**src/rtl/lkct_pkg.sv**
```systemverilog
// shared types and constants for the lfu keyed cache table
`default_nettype none

package lkct_pkg;

    // widths fixed by the word format
    localparam int unsigned STATUS_W = 3;
    localparam int unsigned HANDLE_W = 32;
    localparam int unsigned SLOT_W   = 4;
    localparam int unsigned KEY_W    = 64;

    // request codes
    localparam logic OP_LOOKUP = 1'b0;
    localparam logic OP_INSERT = 1'b1;

    // result status codes
    typedef enum logic [STATUS_W-1:0] {
        ST_MISS    = 3'd0,
        ST_HIT     = 3'd1,
        ST_DUP     = 3'd2,
        ST_ADD     = 3'd3,
        ST_REPLACE = 3'd4
    } t_status;

    // sequencer states
    typedef enum logic [1:0] {
        S_IDLE,
        S_SCAN,
        S_DONE
    } t_state;

    // flags from the shared compare unit
    typedef struct packed {
        logic eq;   // stored key equals request key
        logic lt;   // stored count below current minimum
    } t_cmp_res;

endpackage

`default_nettype wire

```
**src/rtl/lkct_cmp.sv**
```systemverilog
// shared compare unit: key match and use count minimum test
`default_nettype none

module lkct_cmp #(
    parameter int unsigned KEY_BITS   = 64,
    parameter int unsigned COUNT_BITS = 16
) (
    input  wire logic [KEY_BITS-1:0]   i_key_a,
    input  wire logic [KEY_BITS-1:0]   i_key_b,
    input  wire logic [COUNT_BITS-1:0] i_cnt_a,
    input  wire logic [COUNT_BITS-1:0] i_cnt_b,
    output lkct_pkg::t_cmp_res         o_res
);

    // one key equality and one count less-than per cycle
    always_comb begin
        o_res.eq = (i_key_a == i_key_b);
        o_res.lt = (i_cnt_a < i_cnt_b);
    end

endmodule

`default_nettype wire

```
**src/rtl/lkct_store.sv**
```systemverilog
// entry store: keys, handles and use counts, one write and one read port
`default_nettype none

module lkct_store #(
    parameter int unsigned ENTRIES    = 16,
    parameter int unsigned KEY_BITS   = 64,
    parameter int unsigned COUNT_BITS = 16
) (
    input  wire logic                         i_clk,
    input  wire logic [$clog2(ENTRIES)-1:0]   i_rd_addr,
    output logic      [KEY_BITS-1:0]          o_rd_key,
    output logic      [lkct_pkg::HANDLE_W-1:0] o_rd_handle,
    output logic      [COUNT_BITS-1:0]        o_rd_cnt,
    input  wire logic                         i_wr_en,
    input  wire logic [$clog2(ENTRIES)-1:0]   i_wr_addr,
    input  wire logic [KEY_BITS-1:0]          i_wr_key,
    input  wire logic [lkct_pkg::HANDLE_W-1:0] i_wr_handle,
    input  wire logic [COUNT_BITS-1:0]        i_wr_cnt
);

    logic [KEY_BITS-1:0]           mem_key    [ENTRIES];
    logic [lkct_pkg::HANDLE_W-1:0] mem_handle [ENTRIES];
    logic [COUNT_BITS-1:0]         mem_cnt    [ENTRIES];

    // whole entry written at once
    always_ff @(posedge i_clk) begin
        if (i_wr_en) begin
            mem_key[i_wr_addr]    <= i_wr_key;
            mem_handle[i_wr_addr] <= i_wr_handle;
            mem_cnt[i_wr_addr]    <= i_wr_cnt;
        end
    end

    // registered read, one entry per cycle
    always_ff @(posedge i_clk) begin
        o_rd_key    <= mem_key[i_rd_addr];
        o_rd_handle <= mem_handle[i_rd_addr];
        o_rd_cnt    <= mem_cnt[i_rd_addr];
    end

endmodule

`default_nettype wire

```
**src/rtl/lkct_ctrl.sv**
```systemverilog
// sequencer: entry scan, hit and victim tracking, update and result register
`default_nettype none

module lkct_ctrl #(
    parameter int unsigned ENTRIES    = 16,
    parameter int unsigned KEY_BITS   = 64,
    parameter int unsigned COUNT_BITS = 16
) (
    input  wire logic                           i_clk,
    input  wire logic                           i_rst_n,
    // request side
    input  wire logic                           i_valid,
    output logic                                o_ready,
    input  wire logic                           i_opcode,
    input  wire logic [lkct_pkg::KEY_W-1:0]     i_lookup_key,
    input  wire logic [lkct_pkg::HANDLE_W-1:0]  i_data_handle,
    // result side
    output logic                                o_valid,
    input  wire logic                           i_ready,
    output logic      [lkct_pkg::STATUS_W-1:0]  o_status,
    output logic      [lkct_pkg::HANDLE_W-1:0]  o_data_out,
    output logic      [lkct_pkg::SLOT_W-1:0]    o_slot_index,
    // store ports
    output logic      [$clog2(ENTRIES)-1:0]     o_rd_addr,
    input  wire logic [KEY_BITS-1:0]            i_rd_key,
    input  wire logic [lkct_pkg::HANDLE_W-1:0]  i_rd_handle,
    input  wire logic [COUNT_BITS-1:0]          i_rd_cnt,
    output logic                                o_wr_en,
    output logic      [$clog2(ENTRIES)-1:0]     o_wr_addr,
    output logic      [KEY_BITS-1:0]            o_wr_key,
    output logic      [lkct_pkg::HANDLE_W-1:0]  o_wr_handle,
    output logic      [COUNT_BITS-1:0]          o_wr_cnt
);

    localparam int unsigned IDX_W = $clog2(ENTRIES);
    localparam logic [IDX_W:0] FULL_FILL = (IDX_W+1)'(ENTRIES);
    localparam logic [COUNT_BITS-1:0] CNT_MAX = {COUNT_BITS{1'b1}};
    localparam logic [COUNT_BITS-1:0] CNT_ONE = COUNT_BITS'(1);

    lkct_pkg::t_state   r_state, n_state;
    lkct_pkg::t_cmp_res cmp;

    // latched request
    logic                          r_op;
    logic [KEY_BITS-1:0]           r_key;
    logic [lkct_pkg::HANDLE_W-1:0] r_handle;

    // table occupancy and scan pointers
    logic [IDX_W:0]   r_fill, n_fill;
    logic [IDX_W:0]   r_idx;
    logic             r_pend;
    logic [IDX_W-1:0] r_pend_idx;
    logic             issue;
    logic             match;

    // hit and victim candidates
    logic                          r_found;
    logic [IDX_W-1:0]              r_hit_idx;
    logic [lkct_pkg::HANDLE_W-1:0] r_hit_handle;
    logic [COUNT_BITS-1:0]         r_hit_cnt;
    logic [IDX_W-1:0]              r_min_idx;
    logic [COUNT_BITS-1:0]         r_min_cnt;
    logic [lkct_pkg::HANDLE_W-1:0] r_min_handle;

    // result register
    logic                          r_ovalid;
    lkct_pkg::t_status             r_status, n_status;
    logic [lkct_pkg::HANDLE_W-1:0] r_data, n_data;
    logic [lkct_pkg::SLOT_W-1:0]   r_slot;
    logic [IDX_W+lkct_pkg::SLOT_W-1:0] n_slot_ext;
    logic [IDX_W-1:0]              n_slot_idx;
    logic                          load;
    logic                          accept;
    logic                          table_full;

    // shared compare unit
    lkct_cmp #(
        .KEY_BITS   (KEY_BITS),
        .COUNT_BITS (COUNT_BITS)
    ) u_cmp (
        .i_key_a (i_rd_key),
        .i_key_b (r_key),
        .i_cnt_a (i_rd_cnt),
        .i_cnt_b (r_min_cnt),
        .o_res   (cmp)
    );

    assign accept     = i_valid && o_ready;
    assign match      = r_pend && cmp.eq;
    assign table_full = (r_fill == FULL_FILL);
    assign issue      = (r_state == lkct_pkg::S_SCAN) && (r_idx < r_fill) && !r_found
                        && !match;
    assign o_rd_addr  = r_idx[IDX_W-1:0];

    // next state, update write and result
    always_comb begin
        n_state    = r_state;
        n_fill     = r_fill;
        n_status   = lkct_pkg::ST_MISS;
        n_data     = '0;
        n_slot_idx = '0;
        load       = 1'b0;
        o_wr_en    = 1'b0;
        o_wr_addr  = r_hit_idx;
        o_wr_key   = r_key;
        o_wr_handle = r_handle;
        o_wr_cnt   = CNT_ONE;
        unique case (r_state)
            lkct_pkg::S_IDLE: begin
                if (accept) begin
                    n_state = lkct_pkg::S_SCAN;
                end
            end
            lkct_pkg::S_SCAN: begin
                if (!issue && !r_pend) begin
                    n_state = lkct_pkg::S_DONE;
                end
            end
            lkct_pkg::S_DONE: begin
                if (!r_ovalid || i_ready) begin
                    load    = 1'b1;
                    n_state = lkct_pkg::S_IDLE;
                    if (r_op == lkct_pkg::OP_LOOKUP) begin
                        if (r_found) begin
                            n_status    = lkct_pkg::ST_HIT;
                            n_data      = r_hit_handle;
                            n_slot_idx  = r_hit_idx;
                            o_wr_en     = 1'b1;
                            o_wr_handle = r_hit_handle;
                            o_wr_cnt    = (r_hit_cnt == CNT_MAX) ? r_hit_cnt
                                                                 : r_hit_cnt + CNT_ONE;
                        end
                    end else if (r_found) begin
                        n_status   = lkct_pkg::ST_DUP;
                        n_slot_idx = r_hit_idx;
                    end else if (!table_full) begin
                        n_status   = lkct_pkg::ST_ADD;
                        n_slot_idx = r_fill[IDX_W-1:0];
                        o_wr_en    = 1'b1;
                        o_wr_addr  = r_fill[IDX_W-1:0];
                        n_fill     = r_fill + (IDX_W+1)'(1);
                    end else begin
                        n_status   = lkct_pkg::ST_REPLACE;
                        n_data     = r_min_handle;
                        n_slot_idx = r_min_idx;
                        o_wr_en    = 1'b1;
                        o_wr_addr  = r_min_idx;
                    end
                end
            end
            default: n_state = lkct_pkg::S_IDLE;
        endcase
        n_slot_ext = {{lkct_pkg::SLOT_W{1'b0}}, n_slot_idx};
    end

    // state, occupancy and handshake flags
    always_ff @(posedge i_clk) begin
        if (!i_rst_n) begin
            r_state  <= lkct_pkg::S_IDLE;
            r_fill   <= '0;
            r_pend   <= 1'b0;
            r_found  <= 1'b0;
            r_ovalid <= 1'b0;
        end else begin
            r_state <= n_state;
            r_fill  <= n_fill;
            r_pend  <= issue;
            if (accept) begin
                r_found <= 1'b0;
            end else if (match) begin
                r_found <= 1'b1;
            end
            if (load) begin
                r_ovalid <= 1'b1;
            end else if (i_ready) begin
                r_ovalid <= 1'b0;
            end
        end
    end

    // request word, scan pointer and candidates
    always_ff @(posedge i_clk) begin
        if (accept) begin
            r_op     <= i_opcode;
            r_key    <= i_lookup_key[KEY_BITS-1:0];
            r_handle <= i_data_handle;
            r_idx    <= '0;
        end else if (issue) begin
            r_idx <= r_idx + (IDX_W+1)'(1);
        end
        r_pend_idx <= r_idx[IDX_W-1:0];
        if (match) begin
            r_hit_idx    <= r_pend_idx;
            r_hit_handle <= i_rd_handle;
            r_hit_cnt    <= i_rd_cnt;
        end
        // lowest index wins a tie: only a strictly smaller count moves the victim
        if (r_pend && ((r_pend_idx == '0) || cmp.lt)) begin
            r_min_idx    <= r_pend_idx;
            r_min_cnt    <= i_rd_cnt;
            r_min_handle <= i_rd_handle;
        end
        if (load) begin
            r_status <= n_status;
            r_data   <= n_data;
            r_slot   <= n_slot_ext[lkct_pkg::SLOT_W-1:0];
        end
    end

    assign o_ready      = (r_state == lkct_pkg::S_IDLE);
    assign o_valid      = r_ovalid;
    assign o_status     = r_status;
    assign o_data_out   = r_data;
    assign o_slot_index = r_slot;

    // occupancy never passes the table size
    a_fill_bound: assert property (@(posedge i_clk) disable iff (!i_rst_n)
        r_fill <= FULL_FILL)
        else $error("fill count above table size");

    // reads only come back while scanning
    a_pend_scan: assert property (@(posedge i_clk) disable iff (!i_rst_n)
        r_pend |-> (r_state == lkct_pkg::S_SCAN))
        else $error("read data pending outside scan");

    // occupancy moves only by one, and only on a completed request
    a_fill_step: assert property (@(posedge i_clk) disable iff (!i_rst_n)
        (r_fill != $past(r_fill)) |->
            (r_fill == $past(r_fill) + (IDX_W+1)'(1)) && $past(load))
        else $error("fill count jumped");

    // an accepted word starts a scan
    a_accept_scan: assert property (@(posedge i_clk) disable iff (!i_rst_n)
        accept |=> (r_state == lkct_pkg::S_SCAN))
        else $error("accepted word did not start a scan");

    // the store is written only when a result is loaded
    a_wr_load: assert property (@(posedge i_clk) disable iff (!i_rst_n)
        o_wr_en |-> load)
        else $error("store written without a result");

endmodule

`default_nettype wire

```
**src/rtl/lfu_keyed_cache_table.sv**
```systemverilog
// top level of the lfu keyed cache table
`default_nettype none

// Fully associative table of ENTRIES keyed entries with least-frequently-used
// replacement. One request word (lookup or insert) is taken at a time: the
// sequencer reads the filled entries one per cycle from the entry store and
// runs each through a shared key/count compare unit, stopping early on a key
// match. After the scan the sequencer loads the result and writes the store
// update in its done state, once the output register is free, and then goes
// back to idle to take the next word. The result sits in an output register,
// so the next word can be taken while the previous result waits. Keys use
// only the low KEY_BITS bits; use counts saturate at all ones.
module lfu_keyed_cache_table #(
    parameter int unsigned ENTRIES    = 16,
    parameter int unsigned KEY_BITS   = 64,
    parameter int unsigned COUNT_BITS = 16
) (
    input  wire logic                          i_clk,
    input  wire logic                          i_rst_n,
    input  wire logic                          i_valid,
    output logic                               o_ready,
    input  wire logic                          i_opcode,
    input  wire logic [lkct_pkg::KEY_W-1:0]    i_lookup_key,
    input  wire logic [lkct_pkg::HANDLE_W-1:0] i_data_handle,
    output logic                               o_valid,
    input  wire logic                          i_ready,
    output logic      [lkct_pkg::STATUS_W-1:0] o_status,
    output logic      [lkct_pkg::HANDLE_W-1:0] o_data_out,
    output logic      [lkct_pkg::SLOT_W-1:0]   o_slot_index
);

    localparam int unsigned IDX_W = $clog2(ENTRIES);

    logic [IDX_W-1:0]              rd_addr;
    logic [KEY_BITS-1:0]           rd_key;
    logic [lkct_pkg::HANDLE_W-1:0] rd_handle;
    logic [COUNT_BITS-1:0]         rd_cnt;
    logic                          wr_en;
    logic [IDX_W-1:0]              wr_addr;
    logic [KEY_BITS-1:0]           wr_key;
    logic [lkct_pkg::HANDLE_W-1:0] wr_handle;
    logic [COUNT_BITS-1:0]         wr_cnt;

    // entry store
    lkct_store #(
        .ENTRIES    (ENTRIES),
        .KEY_BITS   (KEY_BITS),
        .COUNT_BITS (COUNT_BITS)
    ) u_store (
        .i_clk       (i_clk),
        .i_rd_addr   (rd_addr),
        .o_rd_key    (rd_key),
        .o_rd_handle (rd_handle),
        .o_rd_cnt    (rd_cnt),
        .i_wr_en     (wr_en),
        .i_wr_addr   (wr_addr),
        .i_wr_key    (wr_key),
        .i_wr_handle (wr_handle),
        .i_wr_cnt    (wr_cnt)
    );

    // scan sequencer
    lkct_ctrl #(
        .ENTRIES    (ENTRIES),
        .KEY_BITS   (KEY_BITS),
        .COUNT_BITS (COUNT_BITS)
    ) u_ctrl (
        .i_clk         (i_clk),
        .i_rst_n       (i_rst_n),
        .i_valid       (i_valid),
        .o_ready       (o_ready),
        .i_opcode      (i_opcode),
        .i_lookup_key  (i_lookup_key),
        .i_data_handle (i_data_handle),
        .o_valid       (o_valid),
        .i_ready       (i_ready),
        .o_status      (o_status),
        .o_data_out    (o_data_out),
        .o_slot_index  (o_slot_index),
        .o_rd_addr     (rd_addr),
        .i_rd_key      (rd_key),
        .i_rd_handle   (rd_handle),
        .i_rd_cnt      (rd_cnt),
        .o_wr_en       (wr_en),
        .o_wr_addr     (wr_addr),
        .o_wr_key      (wr_key),
        .o_wr_handle   (wr_handle),
        .o_wr_cnt      (wr_cnt)
    );

endmodule

`default_nettype wire

```
**config.mk**
```make
export PLATFORM = sky130hd
export DESIGN_NAME = lfu_keyed_cache_table
export DESIGN_NICKNAME = d
export VERILOG_FILES = /design/src/rtl/lkct_pkg.sv /design/src/rtl/lkct_cmp.sv /design/src/rtl/lkct_store.sv /design/src/rtl/lkct_ctrl.sv /design/src/rtl/lfu_keyed_cache_table.sv
export SDC_FILE = /design/constraint.sdc
export NUM_CORES = 2
export LEC_CHECK = 0
export BUFFER_PORTS_ARGS = -buffer_cell sky130_fd_sc_hd__buf_2
export CORE_MARGIN = 5
export CORE_UTILIZATION = 39
export CTS_CLUSTER_DIAMETER = 100
export CTS_CLUSTER_SIZE = 16
export DETAILED_ROUTE_END_ITERATION = 8
export GPL_ROUTABILITY_DRIVEN = 0
export SETUP_SLACK_MARGIN = 0.5
export SLEW_MARGIN = 10
export SYNTH_ARGS = -nofsm -noshare
export SYNTH_HDL_FRONTEND = slang
export SYNTH_SLANG_ARGS = --single-unit
export TNS_END_PERCENT = 20
```
**constraint.sdc**
```tcl
create_clock -name i_clk -period 24.6 [get_ports i_clk]
set_input_delay 3.69 -clock i_clk [delete_from_list [all_inputs] [get_ports i_clk]]
set_output_delay 3.69 -clock i_clk [all_outputs]
set_load 0.05 [all_outputs]
```
# [Word level (Yosys, flattened, before mapping)]
# Memories as Yosys holds them, arrays and structs flattened. A register that Yosys moved wholly into a read port is not among the register bits.
# Cells that the tools add are included.
[classes] addsub=3 magnitude_cmp=2 n_eq_ne=8 mux=39 bitwise_logic=3 n_reduce_logical=21
[ops] op="$mux 32" count=8
[ops] op="$mux 16" count=5
[ops] op="$eq 64x64->1" count=1
[ops] op="$mux 4" count=7
[ops] op="$add 16x1->16 const B" count=1
[ops] op="$eq 16x16->1 const B" count=1
[ops] op="$lt 16x16->1" count=1
[ops] op="$mux 1" count=12
[ops] op="$add 5x1->5 const B" count=2
[ops] op="$mux 3" count=3
[ops] op="$logic_and 1x1->1" count=7
[ops] op="$mux 2" count=3
[ops] op="$pmux 2 s3" count=1
[ops] op="$eq 5x5->1 const B" count=1
[ops] op="$logic_not 1->1" count=5
[ops] op="$lt 5x5->1" count=1
[ops] op="$reduce_and 5->1" count=1
[ops] op="$logic_not 4->1" count=1
[ops] op="$ne 2x2->1 const B" count=2
[ops] op="$not 1->1" count=3
[ops] op="$reduce_and 3->1" count=1
[ops] op="$eq 2x1->1 const B" count=1
[ops] op="$eq 2x2->1 const B" count=1
[ops] op="$logic_not 2->1" count=1
[ops] op="other kinds (5)" count=6
[word_totals] register_bits=259 mem_bits_rw=1792 inputBits=101 output_inout_bits=41 word_cells=98 n_memories=3
[memory_table] name="u_store.mem_key" depth=16 word_bits=64 read_ports=1 rd_ports_with_merged_regs=1 write_ports=1 line_no="lkct_store.sv:21" text="logic [KEY_BITS-1:0] mem_key [ENTRIES];"
[memory_table] name="u_store.mem_handle" depth=16 word_bits=32 read_ports=1 rd_ports_with_merged_regs=1 write_ports=1 line_no="lkct_store.sv:22" text="logic [lkct_pkg::HANDLE_W-1:0] mem_handle [ENTRIES];"
[memory_table] name="u_store.mem_cnt" depth=16 word_bits=16 read_ports=1 rd_ports_with_merged_regs=1 write_ports=1 line_no="lkct_store.sv:23" text="logic [COUNT_BITS-1:0] mem_cnt [ENTRIES];"

# [Depth between registers and ports, before layout]
[logic_depth] ltp_word=8 mapped_depth=10 mapped_depth_nobuf=9

# [Modules after synthesis]
# From an unflattened synthesis, not the netlist that was laid out.
[hier_totals] hier_cells=3576 hier_area_um2=79626.4
[modules_own_cells] mod="lkct_store" instances=1 cells_per_inst=2864 area_each_um2=69130.1 seq_area_each_um2=56053.8
[modules_own_cells] mod="lkct_ctrl" instances=1 cells_per_inst=575 area_each_um2=9425.3 seq_area_each_um2=7587.3
[modules_own_cells] mod="lkct_cmp" instances=1 cells_per_inst=137 area_each_um2=1071.0 seq_area_each_um2=0.0

# [Worst setup path before layout]
# OpenSTA, ideal clock, no wires.
[synth_timing] path_kind="input to register" start="in i_ready" end="mem u_store.mem_cnt[5][0], enable pin" setup_time_ns=0.584 t_arrival_ns=11.395 t_required_ns=24.016 setup_slack_ns=12.621 stages=8 path_buffers=1 cell_sequence="nand2b_1 > nor2b_1 > nand3_1 > clkbuf_1 > nor2_1 > a21o_1 > nand2_1 > nor2_1"
[synth_via] elab_chain_cells=5 elab_cells_between_ends=7 classes_between="6 x mux; 1 x reduce/logical"
[synth_lines] element="from (decl)" line_no="lfu_keyed_cache_table.sv:26" text="input wire logic i_ready,"
[synth_lines] element="$logic_or 1x1->1 *" line_no="lkct_ctrl.sv:120" text="if (!r_ovalid || i_ready) begin"
[synth_lines] element="$mux 1" line_no="lkct_ctrl.sv:120"
[synth_lines] element="$mux 1" line_no="lkct_ctrl.sv:108" text="unique case (r_state)"
[synth_lines] element="$mux 1" line_no="lkct_store.sv:27" text="if (i_wr_en) begin"
[synth_lines] element="$mux 1 (implied by the code)" line_no="lkct_store.sv:30" text="mem_cnt[i_wr_addr] <= i_wr_cnt;"
[synth_lines] element="to (decl)" line_no="lkct_store.sv:23"
# Every way passes the cells marked *; elsewhere a longest branch is shown, timed or not.

# [Final worst setup path]
[layout_timing] start="in i_ready" end="mem u_store.mem_key[0][25], enable pin"
[layout_via] elab_chain_cells=5 elab_cells_between_ends=7 classes_between="6 x mux; 1 x reduce/logical"
[layout_lines] element="$logic_or 1x1->1 *" line_no="lkct_ctrl.sv:120"
[layout_lines] element="$mux 1" line_no="lkct_ctrl.sv:120"
[layout_lines] element="$mux 1" line_no="lkct_ctrl.sv:108"
[layout_lines] element="$mux 1" line_no="lkct_store.sv:27"
[layout_lines] element="$mux 1 (implied by the code)" line_no="lkct_store.sv:28" text="mem_key[i_wr_addr] <= i_wr_key;"
[layout_lines] element="to (decl)" line_no="lkct_store.sv:21"
# Marks and branches as above.

==> impl_metrics.ini <==
[status]
status = complete, no violations

[drt]
drt_iter0_drc = 3473
drt.antenna.violating_nets = 0
viasPerCell = 5.43
wl_per_cell_um = 28.0
drc_errors = 0
firstDrtPassIters = 5
vias = 35000
totalWireLength_mm = 180

[setup_path]
cp.arrival_ns = 8.51
path_cells = buf_2 > nand2b_1 > nor2b_4 > buf_4 > nand3_1 > a21oi_1 > nand2b_1 > nor2_4 > buf_4 > buf_4
worst-path-max-fanout = 51
path_buf_inv = 4
path_class = input port to flip-flop
critPathSlowestCell = nor2_4
cpMostUsedCell = buf_4
path_delay_family = buffers and inverters
cp.required_ns = 25.02
end_kind = flip-flop
max_stage_delay_ns = 0.96
start_kind = input port

[power_and_ir_drop]
p_per_area_nw_per_um2 = 75.7
power.internal_mw = 5.34
power.clock.fraction_pct = 36.4
p_switching_mw = 1.40
switching_share_pct = 20.8
p_leak_nw = 26.3
ir_drop_uv = 73.7
seqPwrFrac_pct = 61.0
p_comb_share_pct = 2.6

[die]
io_pins = 142
core-area_um2 = 205000
die_w_um = 463
initial_utilization_pct = 39.2
die_h_um = 463
dieArea_um2 = 215000
num_rows = 166

[synth]
synth_area_um2 = 80100
ys_top_cells_by_area = edfxtp_1 76%, mux4_2 16%, dfxtp_1 3.3%
synthCells = 3402
async_flop_share_pct = 0
yosysWarnings = 0
ys_types = 50
synth_top_cell_by_area = edfxtp_1
synthFlopType = edfxtp_1
syn_area_per_cell_um2 = 23.5
syn-num-nets = 3526
yosysSeqAreaShare_pct = 79.5
synth-edff-count = 2032
ys_ff_latch = 2163
netlist.area_leader.share_pct = 76.2

[global_routing]
antenna_found_initial = 13
overflow = 0
grt_pass1_vias = 36500
gr-usage-all-layers_pct = 16.7
grt_pass1_wl_mm = 263
grt_max_degree = 142

[timing]
slew_violations = 0
rsz0062_at_grt = no
finalSetupViolCount = 0
hold_viol_final = 0
fin_skew_ns = 0.0561
period_share_pct = 32.9
fin_ws_ns = 16.52
max_freq_ghz = 0.124
slew_headroom_pct = 16.3
finalSetupTns_ns = 0
tightest_slew_ns = 1.26
period_minus_slack_ns = 8.08

[placement]
placed_cells = 6159
dp_slack_ns = 15.55
portBuffers = 141
dpl.hpwl_mm = 98.4

[clock_tree]
path_clk_slew_ns = 0.07
hold_buffers = 0
cts-buffers-inserted = 154
cts_tree = yes
clockRootBuffer = clkbuf_16
cts_htree_levels = 4
clkLatencyLatePin_ns = 0.83
cts.path.max_buffers = 3
clkSinkCount = 2163
post-cts-setup-buffers = 0
cts_resized = 0

[run]
maxCapViolCount = 0

[finish]
regArea_um2 = 63700
multi_input_area_um2 = 15800
nets = 3751
fillers = 17200
drive_above_1_share_pct = 26.1
layout_commonest_cell = edfxtp_1
final_cell_mix = 2032 x edfxtp_1, 560 x mux4_2, 155 x clkbuf_16, 141 x buf_2, 128 x nand2_1
instances_no_fill = 6448
area_growth_pct = 11.1

[hold_path]
hp-class = flip-flop to flip-flop
==> final timing paths <==
check	startpoint	endpoint	depth (start not counted)	slack (ns)
max	i_ready	u_store.mem_key[0][25]	10	16.52
min	u_store.o_rd_handle[21]	u_ctrl.r_min_handle[21]	0	0.42
max reg2reg	u_ctrl.r_state[0]	u_store.mem_key[0][25]	9	19.16
min reg2reg	u_store.o_rd_handle[21]	u_ctrl.r_min_handle[21]	0	0.42
==> per-stage QoR <==
stage	util [%]	hold WS [ns]	total power, mW	area (µm²)
2_1_floorplan	-	0.354	4.28	80100
3_3_place_gp	41.2	0.405	4.37	84400
3_5_place_dp	41.2	0.410	4.37	84400
4_1_cts	43.5	0.420	6.82	89000
5_1_grt	43.5	0.427	6.98	89000
6_report	43.5	0.421	6.73	89000
==> synth_stat cells, types with 4 or more instances <==
master	instances
a21o_1	18
a21oi_1	19
a22o_1	34
and2_1	7
buf_2	60
buf_4	4
clkbuf_1	79
dfxtp_1	131
edfxtp_1	2032
ha_1	23
inv_1	39
mux2i_1	4
mux4_2	560
nand2_1	128
nand2b_1	26
nand3_1	13
nand4_1	34
nor2_1	50
nor2b_1	13
nor3_1	6
nor4_1	13
o21ai_0	10
o22ai_1	4
xnor2_1	44
xor2_1	13
==> state kept, by name (all words and copies together) (netlist names), 16 cells and up <==
| register | count |
|---|---|
| u_store.mem_cnt | 256 |
| u_store.o_rd_handle | 32 |
| u_ctrl.o_data_out | 32 |
| u_store.o_rd_key | 64 |
| u_store.mem_key | 1024 |
| u_ctrl.r_handle | 32 |
| u_ctrl.r_min_handle | 32 |
| u_ctrl.r_hit_cnt | 16 |
| u_ctrl.r_hit_handle | 32 |
| u_ctrl.r_min_cnt | 16 |
| u_ctrl.o_wr_key | 64 |
| u_store.o_rd_cnt | 16 |
| u_store.mem_handle | 512 |
==> power by group through the flow <==
stage                     clock network [mW]  registers [mW]  logic, mW
final                                   2.45            4.11      0.175
after global routing                    2.67            4.11      0.189
after CTS                               2.53            4.11      0.181
after detailed placement                   0            4.19      0.181
after global placement                     0            4.19      0.178
after floorplan                            0            4.18     0.0999
==> logic make-up after synthesis <==
kind of cell | synth area share, %
buf+inv | 0.979
simple gates | 1.82
mux | 15.8
fa+ha+maj | 0.359
flops | 79.5
compound gates | 0.970
xor+xnor | 0.623
==> area by class of cell <==
cell class	instances	share of cell area, %
repair buffers	215	1.54
clock buffers	269	4.85
flip-flops and latches	2163	71.5
clock inverters	18	0.356
inverters	39	0.170
diodes	2	0.00562
multi-input cells	1054	17.8
well taps	2688	3.78
==> metal layers <==
layer	routed length, µm	global-route usage (%)
met1	76700	23.1
met2	88900	27.5
met3	10000	2.99
met4	4760	4.74
met5	13	0
(Power assumes the default switching activity.)
